$ cat src/hdl/zmp_pkg.sv
// Shared types, constants and saturating arithmetic for the ZMP preview tracker.
package zmp_pkg;

    // Default preview horizon in samples.
    localparam int PREVIEW_LEN_DEF = 256;

    // Field and port widths.
    localparam int FIX_W      = 48;
    localparam int COEF_W     = 47;
    localparam int CFG_IDX_W  = 4;
    localparam int CFG_DATA_W = 48;
    localparam int GIDX_W     = 8;

    // Configuration register indexes.
    localparam logic [CFG_IDX_W-1:0] CFG_DT            = 4'd0;
    localparam logic [CFG_IDX_W-1:0] CFG_DT_SQ_HALF    = 4'd1;
    localparam logic [CFG_IDX_W-1:0] CFG_DT_CUBE_SIXTH = 4'd2;
    localparam logic [CFG_IDX_W-1:0] CFG_HEIGHT_OVER_G = 4'd3;
    localparam logic [CFG_IDX_W-1:0] CFG_ERROR_GAIN    = 4'd4;
    localparam logic [CFG_IDX_W-1:0] CFG_POS_GAIN      = 4'd5;
    localparam logic [CFG_IDX_W-1:0] CFG_VEL_GAIN      = 4'd6;
    localparam logic [CFG_IDX_W-1:0] CFG_ACC_GAIN      = 4'd7;

    // Request types.
    localparam logic REQ_LOAD_GAIN = 1'b0;
    localparam logic REQ_SAMPLE    = 1'b1;

    typedef logic signed [FIX_W-1:0] fix_t;
    typedef logic [COEF_W-1:0] coef_t;

    localparam fix_t FIX_MAX = {1'b0, {(FIX_W-1){1'b1}}};
    localparam fix_t FIX_MIN = {1'b1, {(FIX_W-1){1'b0}}};

    // Multiply operations issued to the shared multiplier of each axis.
    typedef enum logic [3:0] {
        OP_HG_S2,
        OP_TAP,
        OP_GL_ERR,
        OP_GP_S0,
        OP_GV_S1,
        OP_GA_S2,
        OP_D1_S1,
        OP_D2_S2,
        OP_D3_U,
        OP_D1_S2,
        OP_D2_U,
        OP_D1_U
    } op_t;

    // What is done with a finished product.
    typedef enum logic [2:0] {
        ACT_ERR,
        ACT_PREV,
        ACT_U,
        ACT_N0,
        ACT_N1,
        ACT_N2
    } act_t;

    // Commands from the controller to the datapath.
    typedef struct packed {
        logic issue;
        op_t  op;
        logic load_wr;
        logic sample_wr;
        logic sub_prev;
        logic commit;
    } dp_cmd_t;

    // Status from the datapath to the controller.
    typedef struct packed {
        logic busy;
        logic tap_last;
    } dp_status_t;

    function automatic act_t op_action(input op_t op);
        act_t act;
        unique case (op)
            OP_HG_S2:  act = ACT_ERR;
            OP_TAP:    act = ACT_PREV;
            OP_GL_ERR: act = ACT_U;
            OP_GP_S0:  act = ACT_U;
            OP_GV_S1:  act = ACT_U;
            OP_GA_S2:  act = ACT_U;
            OP_D1_S1:  act = ACT_N0;
            OP_D2_S2:  act = ACT_N0;
            OP_D3_U:   act = ACT_N0;
            OP_D1_S2:  act = ACT_N1;
            OP_D2_U:   act = ACT_N1;
            OP_D1_U:   act = ACT_N2;
            default:   act = ACT_PREV;
        endcase
        return act;
    endfunction

    // Products with a Q8.40 factor are shifted by 40, the others by 32.
    function automatic logic op_shift40(input op_t op);
        return (op == OP_HG_S2) || (op == OP_D1_S1) || (op == OP_D2_S2) ||
               (op == OP_D3_U) || (op == OP_D1_S2) || (op == OP_D2_U) ||
               (op == OP_D1_U);
    endfunction

    function automatic fix_t sat_add(input fix_t a, input fix_t b);
        logic signed [FIX_W:0] s;
        s = (FIX_W+1)'(a) + (FIX_W+1)'(b);
        if (s[FIX_W] != s[FIX_W-1])
            return s[FIX_W] ? FIX_MIN : FIX_MAX;
        return s[FIX_W-1:0];
    endfunction

    function automatic fix_t sat_sub(input fix_t a, input fix_t b);
        logic signed [FIX_W:0] s;
        s = (FIX_W+1)'(a) - (FIX_W+1)'(b);
        if (s[FIX_W] != s[FIX_W-1])
            return s[FIX_W] ? FIX_MIN : FIX_MAX;
        return s[FIX_W-1:0];
    endfunction

endpackage

$ cat src/hdl/zmp_ctrl.sv
// Controller: handshakes and the sequence of multiply operations for one sample.
module zmp_ctrl
    import zmp_pkg::*;
#(
    parameter int PREVIEW_LEN = PREVIEW_LEN_DEF
) (
    input  logic       clk,
    input  logic       rst_n,
    input  logic       in_valid,
    input  logic       in_req_type,
    output logic       in_ready,
    output logic       out_valid,
    input  logic       out_ready,
    input  dp_status_t status,
    output dp_cmd_t    cmd
);

    localparam int WIN_LEN = PREVIEW_LEN + 1;
    localparam int SW      = $clog2(WIN_LEN + 1);

    localparam logic [3:0] ST_IDLE   = 4'd0;
    localparam logic [3:0] ST_HG     = 4'd1;
    localparam logic [3:0] ST_TAP    = 4'd2;
    localparam logic [3:0] ST_DRAIN1 = 4'd3;
    localparam logic [3:0] ST_FB     = 4'd4;
    localparam logic [3:0] ST_DRAIN2 = 4'd5;
    localparam logic [3:0] ST_UPREV  = 4'd6;
    localparam logic [3:0] ST_STEP   = 4'd7;
    localparam logic [3:0] ST_DRAIN3 = 4'd8;
    localparam logic [3:0] ST_COMMIT = 4'd9;

    logic [3:0]    state_reg, state_next;
    logic [2:0]    cnt_reg, cnt_next;
    logic [SW-1:0] samples_reg, samples_next;
    logic          out_valid_reg, out_valid_next;

    // Next state and commands.
    always_comb
    begin
        state_next     = state_reg;
        cnt_next       = cnt_reg;
        samples_next   = samples_reg;
        out_valid_next = out_valid_reg && !out_ready;
        in_ready       = 1'b0;
        cmd            = '0;
        cmd.op         = OP_TAP;
        unique case (state_reg)
            ST_IDLE:
            begin
                in_ready = 1'b1;
                if (in_valid)
                begin
                    if (in_req_type == REQ_LOAD_GAIN)
                    begin
                        cmd.load_wr = 1'b1;
                    end
                    else
                    begin
                        cmd.sample_wr = 1'b1;
                        if (samples_reg != SW'(WIN_LEN))
                        begin
                            samples_next = samples_reg + 1'b1;
                        end
                        if (samples_reg >= SW'(WIN_LEN - 1))
                        begin
                            state_next = ST_HG;
                        end
                    end
                end
            end
            ST_HG:
            begin
                cmd.issue  = 1'b1;
                cmd.op     = OP_HG_S2;
                state_next = ST_TAP;
            end
            ST_TAP:
            begin
                cmd.issue = 1'b1;
                cmd.op    = OP_TAP;
                if (status.tap_last)
                begin
                    state_next = ST_DRAIN1;
                end
            end
            ST_DRAIN1:
            begin
                if (!status.busy)
                begin
                    state_next = ST_FB;
                    cnt_next   = '0;
                end
            end
            ST_FB:
            begin
                cmd.issue = 1'b1;
                unique case (cnt_reg)
                    3'd0:    cmd.op = OP_GL_ERR;
                    3'd1:    cmd.op = OP_GP_S0;
                    3'd2:    cmd.op = OP_GV_S1;
                    default: cmd.op = OP_GA_S2;
                endcase
                cnt_next = cnt_reg + 1'b1;
                if (cnt_reg == 3'd3)
                begin
                    state_next = ST_DRAIN2;
                end
            end
            ST_DRAIN2:
            begin
                if (!status.busy)
                begin
                    state_next = ST_UPREV;
                end
            end
            ST_UPREV:
            begin
                cmd.sub_prev = 1'b1;
                state_next   = ST_STEP;
                cnt_next     = '0;
            end
            ST_STEP:
            begin
                cmd.issue = 1'b1;
                unique case (cnt_reg)
                    3'd0:    cmd.op = OP_D1_S1;
                    3'd1:    cmd.op = OP_D2_S2;
                    3'd2:    cmd.op = OP_D3_U;
                    3'd3:    cmd.op = OP_D1_S2;
                    3'd4:    cmd.op = OP_D2_U;
                    default: cmd.op = OP_D1_U;
                endcase
                cnt_next = cnt_reg + 1'b1;
                if (cnt_reg == 3'd5)
                begin
                    state_next = ST_DRAIN3;
                end
            end
            ST_DRAIN3:
            begin
                if (!status.busy)
                begin
                    state_next = ST_COMMIT;
                end
            end
            ST_COMMIT:
            begin
                if (!out_valid_reg || out_ready)
                begin
                    cmd.commit     = 1'b1;
                    out_valid_next = 1'b1;
                    state_next     = ST_IDLE;
                end
            end
            default:
            begin
                state_next = ST_IDLE;
            end
        endcase
    end

    always_ff @(posedge clk or negedge rst_n)
    begin
        if (!rst_n)
        begin
            state_reg     <= ST_IDLE;
            cnt_reg       <= '0;
            samples_reg   <= '0;
            out_valid_reg <= 1'b0;
        end
        else
        begin
            state_reg     <= state_next;
            cnt_reg       <= cnt_next;
            samples_reg   <= samples_next;
            out_valid_reg <= out_valid_next;
        end
    end

    assign out_valid = out_valid_reg;

    // The state is only overwritten once the previous result has been taken.
    a_commit_free: assert property (@(posedge clk) disable iff (!rst_n)
        cmd.commit |-> (!out_valid_reg || out_ready))
        else $error("result overwritten before its transaction");

    // Multiplies are only issued while a sample is being worked on.
    a_issue_busy: assert property (@(posedge clk) disable iff (!rst_n)
        cmd.issue |-> (state_reg != ST_IDLE && !in_ready))
        else $error("multiply issued while accepting requests");

    // A result only follows once the window has filled.
    a_result_full: assert property (@(posedge clk) disable iff (!rst_n)
        $rose(out_valid_reg) |-> (samples_reg == SW'(WIN_LEN)))
        else $error("result before the window filled");

endmodule

$ cat config.mk
export PLATFORM = sky130hd
export DESIGN_NAME = zmp_ctrl
export DESIGN_NICKNAME = d
export VERILOG_FILES = /design/src/hdl/zmp_pkg.sv /design/src/hdl/zmp_ctrl.sv
export SDC_FILE = /design/constraint.sdc
export NUM_CORES = 1
export LEC_CHECK = 0
export BUFFER_PORTS_ARGS = -buffer_cell sky130_fd_sc_hd__buf_2
export CORE_AREA = 4 4 53 55
export DETAILED_ROUTE_END_ITERATION = 7
export DIE_AREA = 0 0 57 59
export PLACE_DENSITY = 0.81
export SLEW_MARGIN = 20
export SYNTH_ARGS = -nofsm -noshare
export SYNTH_HDL_FRONTEND = slang
export SYNTH_SLANG_ARGS = --single-unit
$ cat constraint.sdc
create_clock -name clk -period 2.08 [get_ports clk]
set_clock_uncertainty 0.1 [all_clocks]
set_input_delay 0.104 -clock clk [delete_from_list [all_inputs] [get_ports clk]]
set_output_delay 0.104 -clock clk [all_outputs]
set_load 0.01 [all_outputs]
After elaboration in Yosys (flattened, before gate mapping). Index checks and enable logic that the tools add are counted. W data, S select, Z words.

Register bits after elaboration: 17. Bits of input ports: 7. Output and inout port bits: 11. Logic and storage cells: 69.

Add/subtract/negate cells: 2. Order comparisons: 1. Equal/unequal tests: 25. Muxes and demuxes: 26. Reduce and logical (&&, ||, !) cells: 11.

Operators with widths (number): $mux W4 (10); $pmux W4 S10 (1); $ne A2 B2 Y1 const B (10); $pmux W4 S5 (1); $pmux W5 S4 (1); $pmux W3 S3 (2); $eq A4 B3 Y1 const B (4); $reduce_and A10 Y1 (1); $add A9 B1 Y9 const B (1); $ge A9 B9 Y1 const B (1); $ne A9 B9 Y1 const B (1); $eq A4 B2 Y1 const B (2); $eq A4 B4 Y1 const B (2); $mux W1 (8); $eq A3 B2 Y1 const B (2); $eq A3 B3 Y1 const B (2); $eq A4 B1 Y1 const B (1); $logic_not A4 Y1 (1); $mux W2 (2); $reduce_and A4 Y1 (1); $add A3 B1 Y3 const B (1); $eq A3 B1 Y1 const B (1); $logic_not A3 Y1 (1); $mux W3 (1); other kinds (6) (7).

Logic depth before layout (Yosys ltp).
Word-level depth: 5. Mapped depth: 6.

Least setup slack after synthesis. OpenSTA, ideal clock, no wires.

Path kind: reg2reg. Start: reg state_reg[3]. End: reg samples_reg[8]. Arrival time: 1.831 ns. Path slack: 0.026 ns. Cell stages (with the launch flop): 7. Path buffers: 2. Period minus slack after synthesis: 2.054 ns. Cell sequence: dfrtp_1 > buf_6 > or4_4 > buf_6 > nor3_4 > or3b_1 > xnor2_1.

Word-level cells in the longest chain between the ends: 2.

RTL lines: from (decl) (line zmp_ctrl.sv:32) `logic [3:0] state_reg, state_next;`; from (signal assigned) (line zmp_ctrl.sv:173) `state_reg <= state_next;`; $logic_not A4 Y1 (line zmp_ctrl.sv:47) `unique case (state_reg)`; $reduce_and A4 Y1 (no line); to (signal assigned) (line zmp_ctrl.sv:175) `samples_reg <= samples_next;`; to (decl) (line zmp_ctrl.sv:34) `logic [SW-1:0] samples_reg, samples_next;`.

No other way between the ends. A chain may end at the register's enable or synchronous reset.

==> reports/results.tsv <==
metric	value	unit
leakage	0.617	nW
power.density	1280	nW/um2
nFillCells	220	
period_share	0.968	
clockBufferDepth	2	
die_x	57	um
clock_latency	0.28	ns
fin_cells	182	
ir_worst_vdd	0.929	mV
slew_violations	0	
rows	18	
tightest_slew	0.479	ns
die-area	3360	um2
cp-end-kind	output port	
clock.fmax	0.497	GHz
finalCriticalPeriod	2.01	ns
post_route_cells_drive_above_1_share	0.283	
synth-seq-cells	17	
num_vias	1015	
synth_cells	129	
critical_path_class	reg -> out	
num_io_pins	18	
cp.arrival	1.81	ns
final_nets	167	
synth_top_area_share	0.372	
finalHoldViolCount	0	
cts_tree	yes	
critPathMostFrequentCell	ha_4	
cp_slowest_cell	dfrtp_1	
netlist_top_cells_area	dfrtp_1 37%, ha_1 7.7%, xnor2_1 4.6%	
start_kind	flop	
slowest_delay	0.44	ns
crit_required	1.88	ns
yosysWarnings	0	
grt_setup_unrepaired	yes	
antenna_cells	0	
status	completed	
viasPerCell	5.58	
track_usage	0.156	
grt_pass1_vias	941	
syn_nets	143	
ys_seq_area_frac	0.372	
postRouteAntennaNets	0	
start_util	0.479	
path_clk_slew	0.09	ns
cts_buffers	3	
die_y	59	um
synth_cell_types	38	
htreeDepth	1	
numPortBuffers	17	
yosysTopAreaCell	dfrtp_1	
route.detailed.drc	0	
drtIter0Drc	30	
routedWlPerCell	13.7	um
drt-total-wl	2.50	mm
ff_latch_area	428	um2
cts_root_buffer	clkbuf_4	
grt_max_degree	18	
post-dp-hpwl	1.80	mm
core_area	2390	um2
grt_pass1_wl	4.16	mm
maxCapViolCount	0	
synth_area	1140	um2
slew-limit-headroom	0.679	
synth_area_per_cell	8.86	um2
power	1.79	mW
multi_input_area	696	um2
routabilityCongestion	0.863	
crit_chain	ha_4 -> ha_4 -> nor4b_2 -> o221ai_1 -> a21o_2 -> buf_6	
place_inst	174	
largest_reg_flops	9	
setup_viol	0	
grt_antenna_before_repair	0	
hp-class	in -> reg	
drt_first_pass_iters	4	
grt_overflow	0	
clock-sinks	17	
worstPathMaxFanout	3	
area_delta_synth_final	22.0	%
## routing by layer
metal / share of wire / track usage / vias up
li1: - / - / 495
met1: 0.44 / 0.205 / 484
met2: 0.50 / 0.254 / 31
met3: 0.054 / 0.0261 / 5
met4: 0.014 / 0.0662 / 0
met5: 0 / 0 / -
## worst max-delay path: cells and delay by family, from the launching register on
| kind | cells | cell delay (ns) |
|---|---|---|
| adders and majority gates | 2 | 0.35 |
| DFF | 1 | 0.44 |
| AOI/OAI and AO/OA | 2 | 0.36 |
| and+or+nand+nor | 1 | 0.26 |
| buffers and inverters | 1 | 0.11 |
## final timing paths
check / end / cells after the start / startpoint / slack [ns]
min in group asynchronous: samples_reg[2] / 2 / rst_n / 0.15
hold reg to reg: samples_reg[8] / 1 / samples_reg[8] / 0.42
max in group asynchronous: cnt_reg[1] / 2 / rst_n / 1.44
hold / removal: out_valid / 3 / out_ready / 0.08
setup reg to reg: samples_reg[8] / 4 / state_reg[2] / 0.13
setup / recovery: cmd[4] / 6 / cnt_reg[0] / 0.07
## where the power goes
part           leakage, nW  internal, mW  switching, mW
sequential           0.208         0.432          0.104
clock               0.0150        0.0745         0.0955
combinational        0.394         0.489          0.593
total                0.617         0.996          0.792
## logic make-up after synthesis
logic type	synth area share
xor+xnor	0.0613
fa+ha+maj	0.0767
compound gates	0.135
flops	0.372
buf+inv	0.0745
mux	0.0175
simple gates	0.263
## cell type report
class,instances,share of cell area
multi-input cells,96,0.499
flip-flops and latches,17,0.307
repair buffers,25,0.116
inverters,10,0.0323
well taps,30,0.0269
clock buffers,4,0.0189
## metrics by stage
step	area, um2	setup TNS [ns]	utilization	setup WS [ns]	hold WS (ns)
global placement	1250	0	0.523	0.185	-0.0666
finish	1390	0	0.584	0.0668	0.0764
floorplan	1140	0	-	0.0262	-0.292
CTS	1310	0	0.547	0.00908	0.0629
detailed placement	1250	0	0.523	0.132	-0.0575
global route	1390	-0.0266	0.584	-0.0266	0.0904
## cells in the mapped netlist
cell type,instances
or4_4,1
a21o_2,1
mux2i_1,2
inv_1,10
o22ai_1,2
buf_1,1
o21ai_0,8
nor4bb_1,1
nor3_1,5
ha_1,7
clkbuf_8,1
nand2b_1,1
clkbuf_1,2
nand4_1,2
a211oi_1,1
o32ai_1,1
xnor2_1,6
nand3_1,3
nand2_1,13
a21oi_1,8
xor2_1,2
o221ai_1,2
buf_6,2
or3_1,3
nor4b_1,1
nor3b_1,3
nor4_1,1
a32o_1,1
and3_1,1
or3_4,1
nor3_4,1
nor2b_1,2
nor2_1,11
and2_1,2
o22a_1,1
dfrtp_1,17
or3b_1,1
or2_2,1
## cells in the final DEF, fill, tap and decap left out, types with 5 or more instances in the layout
| master | n |
|---|---|
| a21oi_1 | 8 |
| buf_2 | 16 |
| buf_4 | 5 |
| dfrtp_1 | 15 |
| inv_1 | 8 |
| nand2_1 | 12 |
| nor2_1 | 11 |
| o21ai_0 | 8 |
| xnor2_1 | 6 |
## what timing repair did
item,in CTS,in global routing
pin swaps,0,6
hold endpoints to repair,17,0
hold buffers,1,0
resized for setup,2,19
endpoints found under the setup margin,1,1
buffers inserted,2,1
Note: power is estimated with default switching activity, not from simulation.
